$ cat config.mk
export PLATFORM = sky130hd
export DESIGN_NAME = dri_front
export DESIGN_NICKNAME = d
export VERILOG_FILES = /design/src/hw/rtl/dead_reckoning_integrator_macros.svh /design/src/hw/rtl/dri_pkg.sv /design/src/hw/rtl/dri_front.sv
export SDC_FILE = /design/constraint.sdc
export NUM_CORES = 1
export LEC_CHECK = 0
export BUFFER_PORTS_ARGS = -buffer_cell sky130_fd_sc_hd__buf_4
export CAP_MARGIN = 25
export CORE_ASPECT_RATIO = 0.7
export CORE_MARGIN = 4
export CORE_UTILIZATION = 45
export CTS_CLUSTER_DIAMETER = 150
export DETAILED_ROUTE_END_ITERATION = 7
export PLACE_DENSITY_LB_ADDON = 0.12
export SYNTH_ARGS = -nofsm -noshare
export SYNTH_HDL_FRONTEND = slang
export SYNTH_SLANG_ARGS = --single-unit
$ cat constraint.sdc
create_clock -name clk -period 4.2 [get_ports clk]
set_input_delay 0.63 -clock clk [delete_from_list [all_inputs] [get_ports clk]]
set_output_delay 0.63 -clock clk [all_outputs]
set_load 0.01 [all_outputs]
$ cat src/hw/rtl/dead_reckoning_integrator_macros.svh
// assertion macros for the dead reckoning integrator
// depends on nothing; included by the modules that assert
`ifndef DEAD_RECKONING_INTEGRATOR_MACROS_SVH
`define DEAD_RECKONING_INTEGRATOR_MACROS_SVH

`ifndef NO_ASSERTIONS
// property that must hold at every clock outside reset
`define DRI_ASSERT(lbl, clk, rstn, prop, msg) \
	lbl: assert property (@(posedge clk) disable iff (!rstn) (prop)) else $error(msg);
// antecedent implies consequent in the same cycle
`define DRI_ASSERT_IMPLY(lbl, clk, rstn, ante, cons, msg) \
	lbl: assert property (@(posedge clk) disable iff (!rstn) (ante) |-> (cons)) else $error(msg);
`else
`define DRI_ASSERT(lbl, clk, rstn, prop, msg)
`define DRI_ASSERT_IMPLY(lbl, clk, rstn, ante, cons, msg)
`endif

`endif

$ cat src/hw/rtl/dri_pkg.sv
// shared types, constants and arithmetic helpers of the dead reckoning integrator
// depends on nothing
package dri_pkg;

	localparam int CORDIC_STAGES = 16;
	localparam int CORDIC_RUN = (CORDIC_STAGES < 24) ? CORDIC_STAGES : 24;
	localparam int CORDIC_CW = (CORDIC_RUN > 1) ? $clog2(CORDIC_RUN) : 1;

	localparam logic [1:0] ST_START = 2'd0;
	localparam logic [1:0] ST_SKIP  = 2'd1;
	localparam logic [1:0] ST_INTEG = 2'd2;

	localparam logic [19:0] US_PER_S = 20'd1000000;
	localparam int DIV_W = 52;
	localparam int DIV_BITS = 4;
	localparam int DIV_CYCLES = DIV_W / DIV_BITS;
	localparam int DIV_CW = $clog2(DIV_CYCLES);
	localparam int Q_W = 33;

	localparam logic signed [32:0] INV_GAIN_Q30 = 33'sd652032874;
	localparam logic signed [32:0] DECAY_Q16 = 33'sd55706;
	localparam logic signed [32:0] DAMP_Q16 = 33'sd64881;
	localparam logic signed [31:0] SNAP_Q16 = 32'sd328;

	typedef struct packed {
		logic signed [15:0] accel_x;
		logic signed [15:0] accel_y;
		logic [15:0]        heading;
		logic [19:0]        elapsed_us;
	} sample_t;

	typedef struct packed {
		logic signed [31:0] pixel_x;
		logic signed [31:0] pixel_y;
		logic signed [31:0] position_x;
		logic signed [31:0] position_y;
		logic [1:0]         step_status;
		logic               new_point;
	} result_t;

	typedef struct packed {
		logic [15:0] pixels_per_meter;
		logic [15:0] origin_x;
		logic [15:0] origin_y;
		logic [15:0] accel_threshold;
		logic [19:0] dt_limit_us;
	} cfg_t;

	typedef struct packed {
		logic [1:0]         kind;
		logic signed [15:0] accel_x;
		logic signed [15:0] accel_y;
		logic [15:0]        heading;
		logic [19:0]        dt;
	} op_t;

	// arctangent of 2^-i in 2^-32 turn
	function automatic logic [29:0] atan_turn32(input logic [4:0] i);
		case (i)
			5'd0:  return 30'd536870912;
			5'd1:  return 30'd316933406;
			5'd2:  return 30'd167458907;
			5'd3:  return 30'd85004756;
			5'd4:  return 30'd42667331;
			5'd5:  return 30'd21354465;
			5'd6:  return 30'd10679838;
			5'd7:  return 30'd5340245;
			5'd8:  return 30'd2670163;
			5'd9:  return 30'd1335087;
			5'd10: return 30'd667544;
			5'd11: return 30'd333772;
			5'd12: return 30'd166886;
			5'd13: return 30'd83443;
			5'd14: return 30'd41722;
			5'd15: return 30'd20861;
			5'd16: return 30'd10430;
			5'd17: return 30'd5215;
			5'd18: return 30'd2608;
			5'd19: return 30'd1304;
			5'd20: return 30'd652;
			5'd21: return 30'd326;
			5'd22: return 30'd163;
			5'd23: return 30'd81;
			default: return 30'd0;
		endcase
	endfunction

	function automatic logic signed [31:0] sat32(input logic signed [39:0] v);
		if (v > 40'sd2147483647)
			return 32'sh7fffffff;
		if (v < -40'sd2147483648)
			return 32'sh80000000;
		return v[31:0];
	endfunction

	// product shifted right, rounded toward zero
	function automatic logic signed [31:0] tz32(input logic signed [65:0] p, input int n);
		logic signed [65:0] s;
		logic signed [65:0] m;
		s = p >>> n;
		m = (66'sd1 <<< n) - 66'sd1;
		if (p[65] && ((p & m) != 66'sd0))
			s = s + 66'sd1;
		return s[31:0];
	endfunction

	function automatic logic [DIV_W-1:0] mag52(input logic signed [65:0] p);
		logic signed [65:0] a;
		a = p[65] ? -p : p;
		return a[DIV_W-1:0];
	endfunction

	function automatic logic signed [31:0] snap(input logic signed [31:0] v);
		return (v > -SNAP_Q16 && v < SNAP_Q16) ? 32'sd0 : v;
	endfunction

endpackage

$ cat src/hw/rtl/dri_front.sv
// front end: accepts samples, clamps elapsed time, classifies, queues ops
// depends on dri_pkg
module dri_front import dri_pkg::*; (
	input  logic    clk,
	input  logic    arst_n,
	input  logic    push,
	output logic    full,
	input  sample_t sample,
	input  cfg_t    cfg,
	output logic    op_valid,
	output op_t     op,
	input  logic    op_take
);

	logic       started_q;
	op_t        ent_q [2];
	logic       wr_q;
	logic       rd_q;
	logic [1:0] cnt_q;
	logic       accept;
	logic [19:0] dt_c;
	op_t        op_new;

	assign full = (cnt_q == 2'd2);
	assign accept = push && !full;
	assign op_valid = (cnt_q != 2'd0);
	assign op = ent_q[rd_q];

	always_comb begin
		dt_c = (sample.elapsed_us > cfg.dt_limit_us) ? cfg.dt_limit_us : sample.elapsed_us;
		op_new.accel_x = sample.accel_x;
		op_new.accel_y = sample.accel_y;
		op_new.heading = sample.heading;
		op_new.dt = dt_c;
		if (!started_q)
			op_new.kind = ST_START;
		else if (dt_c == 20'd0)
			op_new.kind = ST_SKIP;
		else
			op_new.kind = ST_INTEG;
	end

	always_ff @(posedge clk) begin
		if (accept)
			ent_q[wr_q] <= op_new;
	end

	always_ff @(posedge clk or negedge arst_n) begin
		if (!arst_n) begin
			started_q <= 1'b0;
			wr_q <= 1'b0;
			rd_q <= 1'b0;
			cnt_q <= 2'd0;
		end else begin
			if (accept) begin
				started_q <= 1'b1;
				wr_q <= ~wr_q;
			end
			if (op_take)
				rd_q <= ~rd_q;
			case ({accept, op_take})
				2'b10: cnt_q <= cnt_q + 2'd1;
				2'b01: cnt_q <= cnt_q - 2'd1;
				default: cnt_q <= cnt_q;
			endcase
		end
	end

endmodule

==> After elaboration in Yosys (flattened, before gate mapping) <==
Memories as Yosys holds them, arrays and structs flattened.
Cells that the tools add are included.
{ "word_totals": {"register_bits": 5, "mem_bits_rw": 140, "input_bits": 156, "out_inout_bits": 72, "memories": 1, "elab_cells": 24} }
{ "op_classes": {"n_mux": 6, "n_lt_le_gt_ge": 1, "n_eq_ne": 3, "bitwise": 2, "n_reduce_logical": 5, "add_sub_neg": 2} }
{ "mem_list": {"columns": ["memory", "words", "word_bits", "read_ports", "rd_ports_with_merged_regs", "wr", "line", "source"], "rows": [
  ["ent_q", 2, 70, 1, 0, 1, "dri_front.sv:16", "op_t ent_q [2];"]
]} }
{ "op_table": {"columns": ["operator", "count"], "rows": [
  ["$gt 20x20->1", 1],
  ["$logic_not 20->1", 1],
  ["$mux 20", 1],
  ["$eq 2x2->1 const B", 2],
  ["$mux 2", 2],
  ["$pmux 2 s2", 1],
  ["$reduce_bool 2->1", 2],
  ["$add 2x1->2 const B", 1],
  ["$eq 2x1->1 const B", 1],
  ["$mux 1", 2],
  ["$not 1->1", 2],
  ["$sub 2x1->2 const B", 1],
  ["$logic_and 1x1->1", 1],
  ["$logic_not 1->1", 1]
]} }

==> Depth between registers and ports, before layout <==
{ "logic_depth": {"ltp_word": 5, "depth_mapped": 9, "depth_no_buf": 8} }

==> Least setup slack after synthesis <==
No wires, ideal clock.
{ "synth_path": {"path_type": "input to register", "from": "in push", "to": "mem ent_q[0][0] (netlist name), enable pin", "cell_stages": 2, "setup_slack_ns": -0.006, "arrival_time_ns": 3.707, "required_ns": 3.701, "cell_sequence": "o21ai_1 > nor2_1"} }
{ "synth_between": {"elab_chain_len": 3} }
{ "synth_rtl": {"columns": ["item", "line", "source"], "rows": [
  ["start: declaration", "dri_front.sv:6", "input logic push,"],
  ["$logic_and 1x1->1", "dri_front.sv:25", "assign accept = push && !full;"],
  ["$mux 1", "dri_front.sv:44", "if (accept)"],
  ["$mux 1 (implied by the code)", "dri_front.sv:45", "ent_q[wr_q] <= op_new;"],
  ["end: declaration", "dri_front.sv:16", null]
]} }
Every way passes these cells.

==> Worst setup path in the final report <==
{ "layout_path": {"from": "in cfg[18] (netlist name)", "to": "mem ent_q[1][2] (netlist name) (data pin)"} }
{ "layout_between": {"elab_chain_len": 2} }
{ "layout_rtl": {"columns": ["item", "line", "source"], "rows": [
  ["start: declaration", "dri_front.sv:9", "input cfg_t cfg,"],
  ["$gt 20x20->1", "dri_front.sv:30", "dt_c = (sample.elapsed_us > cfg.dt_limit_us) ? cfg.dt_limit_us : sample.elapsed_us;"],
  ["$mux 20", "dri_front.sv:30", null],
  ["net dt_c[2]", "dri_front.sv:21", "logic [19:0] dt_c;"]
]} }
The timed path passes the listed nets, and every way through them passes these cells.

==> key figures <==
Clock network
  • PostCTS Resize Cnt: 0
  • CTS root buf: clkbuf_16
  • CTS buffer count: 17
  • Clock-pin transition on the worst setup and hold timing paths: 0.06 ns
  • Worst-case clock buffer depth: 2
  • Cts hold-fix bufs: 0
  • H-tree depth: 4
  • CTS sink count: 145
  • Worst skew pair latency: 0.41 ns
  • Post-CTS Setup Bufs: 0
  • CTS tree: built

Placed design
  • Dpl ws: 0.813 ns
  • Hpwl dp: 8700 µm
  • GPL Wtd Cong: roughly 0.78
  • I/O Buffers: 163

Critical path
  • Crit path arrival time: 3.15 ns
  • R2R setup slack: 1.94 ns
  • RR Endpoint: ent_q[0][26]
  • Critical path launch point: cfg[18]
  • Critical R2R Launch: cnt_q[1]
  • Critical Path Sink: ent_q[1][2]
  • Nature of the critical path startpoint: primary input
  • CP max FO: 12
  • Worst reg-to-reg path cell count: 4
  • Element type at the critical path end: flip-flop
  • Critical path required time: approximately 4.3 ns
  • Critical path class: in2reg

Timing
  • Final Skew: 0.00750 ns
  • Final worst slack: 1.19 ns
  • Final slew viol count: 0
  • Slew margin rel.: between 30% and 40%
  • Final hold vios: 0
  • Max Clk Rate: 333 MHz
  • Fin crit share: 71.6%
  • Fin crit period: 3.01 ns
  • Slew @ Worst Pin: 1.01 ns
  • RSZ-0062 raised after global routing: no
  • Final setup viols: 0
  • TNS Setup: 0 ns

Logic synthesis
  • Synth async-reset ratio: between 3 and 4%
  • Synthesized cell area: 6120 µm²
  • Syn Inst Count: 350
  • Cell taking the most area after synthesis: edfxtp_1
  • Top post-synthesis cells by area: edfxtp_1, mux2_2, ha_1
  • Post-synth EDFFs: between 100 and 150
  • Yosys warnings: 0
  • Main flop type after synthesis: edfxtp_1
  • Post-synthesis sequential area ratio: ~71%
  • Unique masters post-synth: 28
  • Syn Nets: roughly 530
  • Yosys reg bits: roughly 150
  • Post-synth top area share: 68.7%
  • Synth Area per Inst: 17.5 µm²

Pwr
  • Switching power: 1.49 mW
  • Leakage: around 3.2 nW
  • Clock Power Share: 28.5%
  • PwrDens: roughly 640 nW/µm²
  • Sequential power share: between 40% and 50%
  • Peak VDD IR: about 470 µV
  • P_int: between 3 and 4 mW
  • Net Sw Frac: 28.6%
  • Combinational power share: 29.3%

Global route
  • First-pass GRT wire length: 19,600 µm
  • GR Overflow Total: 0
  • Initial antenna violation count: 0
  • Largest net degree at the start of global routing: 72
  • Tot GR Track Use: 16.3%
  • Vias in the first global route: 3,807

Final layout
  • Area grow syn2layout: 33.7%
  • Nets: ~700
  • Ant diodes: 0
  • Fill cells: 1,040
  • Share of layout cells above drive strength 1: a little over half

Floorplanning
  • IO Pins: 228
  • Die X: 147 µm
  • Row cnt: 35
  • Initial Util: 46.3%
  • Die area: 15,600 µm²
  • Die H: about 110 µm
  • Core Region: between 10,000 and 15,000 µm²

Detailed routing
  • DR top layer: met4
  • DR vias: ~3,600
  • Met2 wire length: between 5000 and 6000 µm
  • Total iterations of the first detailed-routing run: 6
  • Antenna viol nets, final: 0
  • Post-Route WL: 12,700 µm
  • DRC viols: 0
  • WL met1: 5850 µm
  • Met3 WL: 942 µm
  • DR vias/cell: approximately 4.9
  • Drt wl/cell: 17.5 µm
  • Iteration-0 DRC Markers: 170

Run status
  • Status: finished, final reports clean

Hold path
  • HP Class: in2reg

Job
  • Max-cap violations: 0
[synth_stat cells, drive strengths merged, types with 3 or more instances]
cell    number
edfxtp     140
inv         22
dfrtp        5
nand2        5
nand4        4
nand3        3
xnor2        4
mux2        90
clkbuf       8
nor2         5
ha          21
nor4        11
o21ai        6
a21oi        9
[how the worst min path moves through the flow]
stage | cells past startpoint | start | end | slack [ns]
2_1_floorplan | 0 | arst_n | cnt_q[0] | 0.33
3_3_place_gp | 1 | arst_n | cnt_q[1] | 0.43
3_5_place_dp | 1 | arst_n | cnt_q[1] | 0.43
4_1_cts | 1 | arst_n | cnt_q[1] | 0.0002
5_1_grt | 1 | sample[20] | ent_q[0][20] | 0.38
6_report | 1 | sample[28] | ent_q[0][28] | 0.40
[power by group through the flow]
stage               sequential [mW]  clock [mW]  combinational [mW]
finish                         2.20        1.48                1.52
global route                   2.24        1.58                1.65
CTS                            2.21        1.52                1.55
detailed placement             2.24           0                1.54
global placement               2.22           0                1.53
floorplan                      2.10           0               0.921
[worst max-delay path: stages]
cell	delay (ns)
buf_4	0.09
inv_1	0.04
ha_1	0.30
nand4_1	0.19
nor4_1	0.43
a21bo_2	0.30
a41oi_4	0.49
buf_4	0.29
mux2_2	0.38
[layout make-up]
| type | instances | area, µm² | share of cell area [%] |
|---|---|---|---|
| Clock buffer | 19 | 433 | 5.29 |
| Clock inverter | 13 | 151 | 1.85 |
| Inverter | 22 | 82.6 | 1.01 |
| Multi-Input combinational cell | 173 | 1670 | 20.4 |
| Sequential cell | 145 | 4330 | 52.9 |
| Tap cell | 185 | 231 | 2.83 |
| Timing Repair Buffer | 167 | 1280 | 15.7 |
[through the flow]
step | instances | hold slack (ns) | util (%) | power [mW] | instance area, µm²
after floorplan | 350 | 0.334 | - | 3.02 | 6120
after global placement | 691 | 0.435 | 57.4 | 3.75 | 7590
after detailed placement | 691 | 0.434 | 57.4 | 3.78 | 7590
after CTS | 723 | 0.000202 | 61.8 | 5.28 | 8170
after global routing | 724 | 0.384 | 61.9 | 5.46 | 8180
final | 724 | 0.405 | 61.9 | 5.20 | 8180
[flip-flops by register name (all words and copies together) (netlist names)]
register and flops:
ent_q 140, cnt_q 2, rd_q 1, started_q 1
wr_q 1
[metal layers]
layer	vias up	global-route usage, %
met4	0	3.99
met2	114	25.2
met3	5	6.36
met5	-	0
li1	1706	-
met1	1758	22.0
[cells by family after synthesis]
logic type	count (synthesis)	synth area share [%]
mux	90	16.6
compound gates	18	1.96
flops	145	70.7
xor+xnor	5	0.715
fa+ha+maj	21	4.29
buf+inv	32	2.21
simple gates	39	3.54
[placed cells by master (no fill, tap or decap), types with 3 or more instances in the layout]
cell        synthesis  routed
buf_4               0     164
a21oi_1             9       9
mux2_2             89      89
clkinvlp_4          0       3
nor2_1              5       3
o21ai_0             5       5
inv_1              22      22
ha_1               21      21
nand3_1             3       3
nor4_1             11      11
inv_6               0       5
nand4_1             4       4
xnor2_1             4       4
edfxtp_1          140     140
clkbuf_16           0      17
nand2_1             5       5
dfrtp_1             5       4
Power figures use the tool's default switching activity.
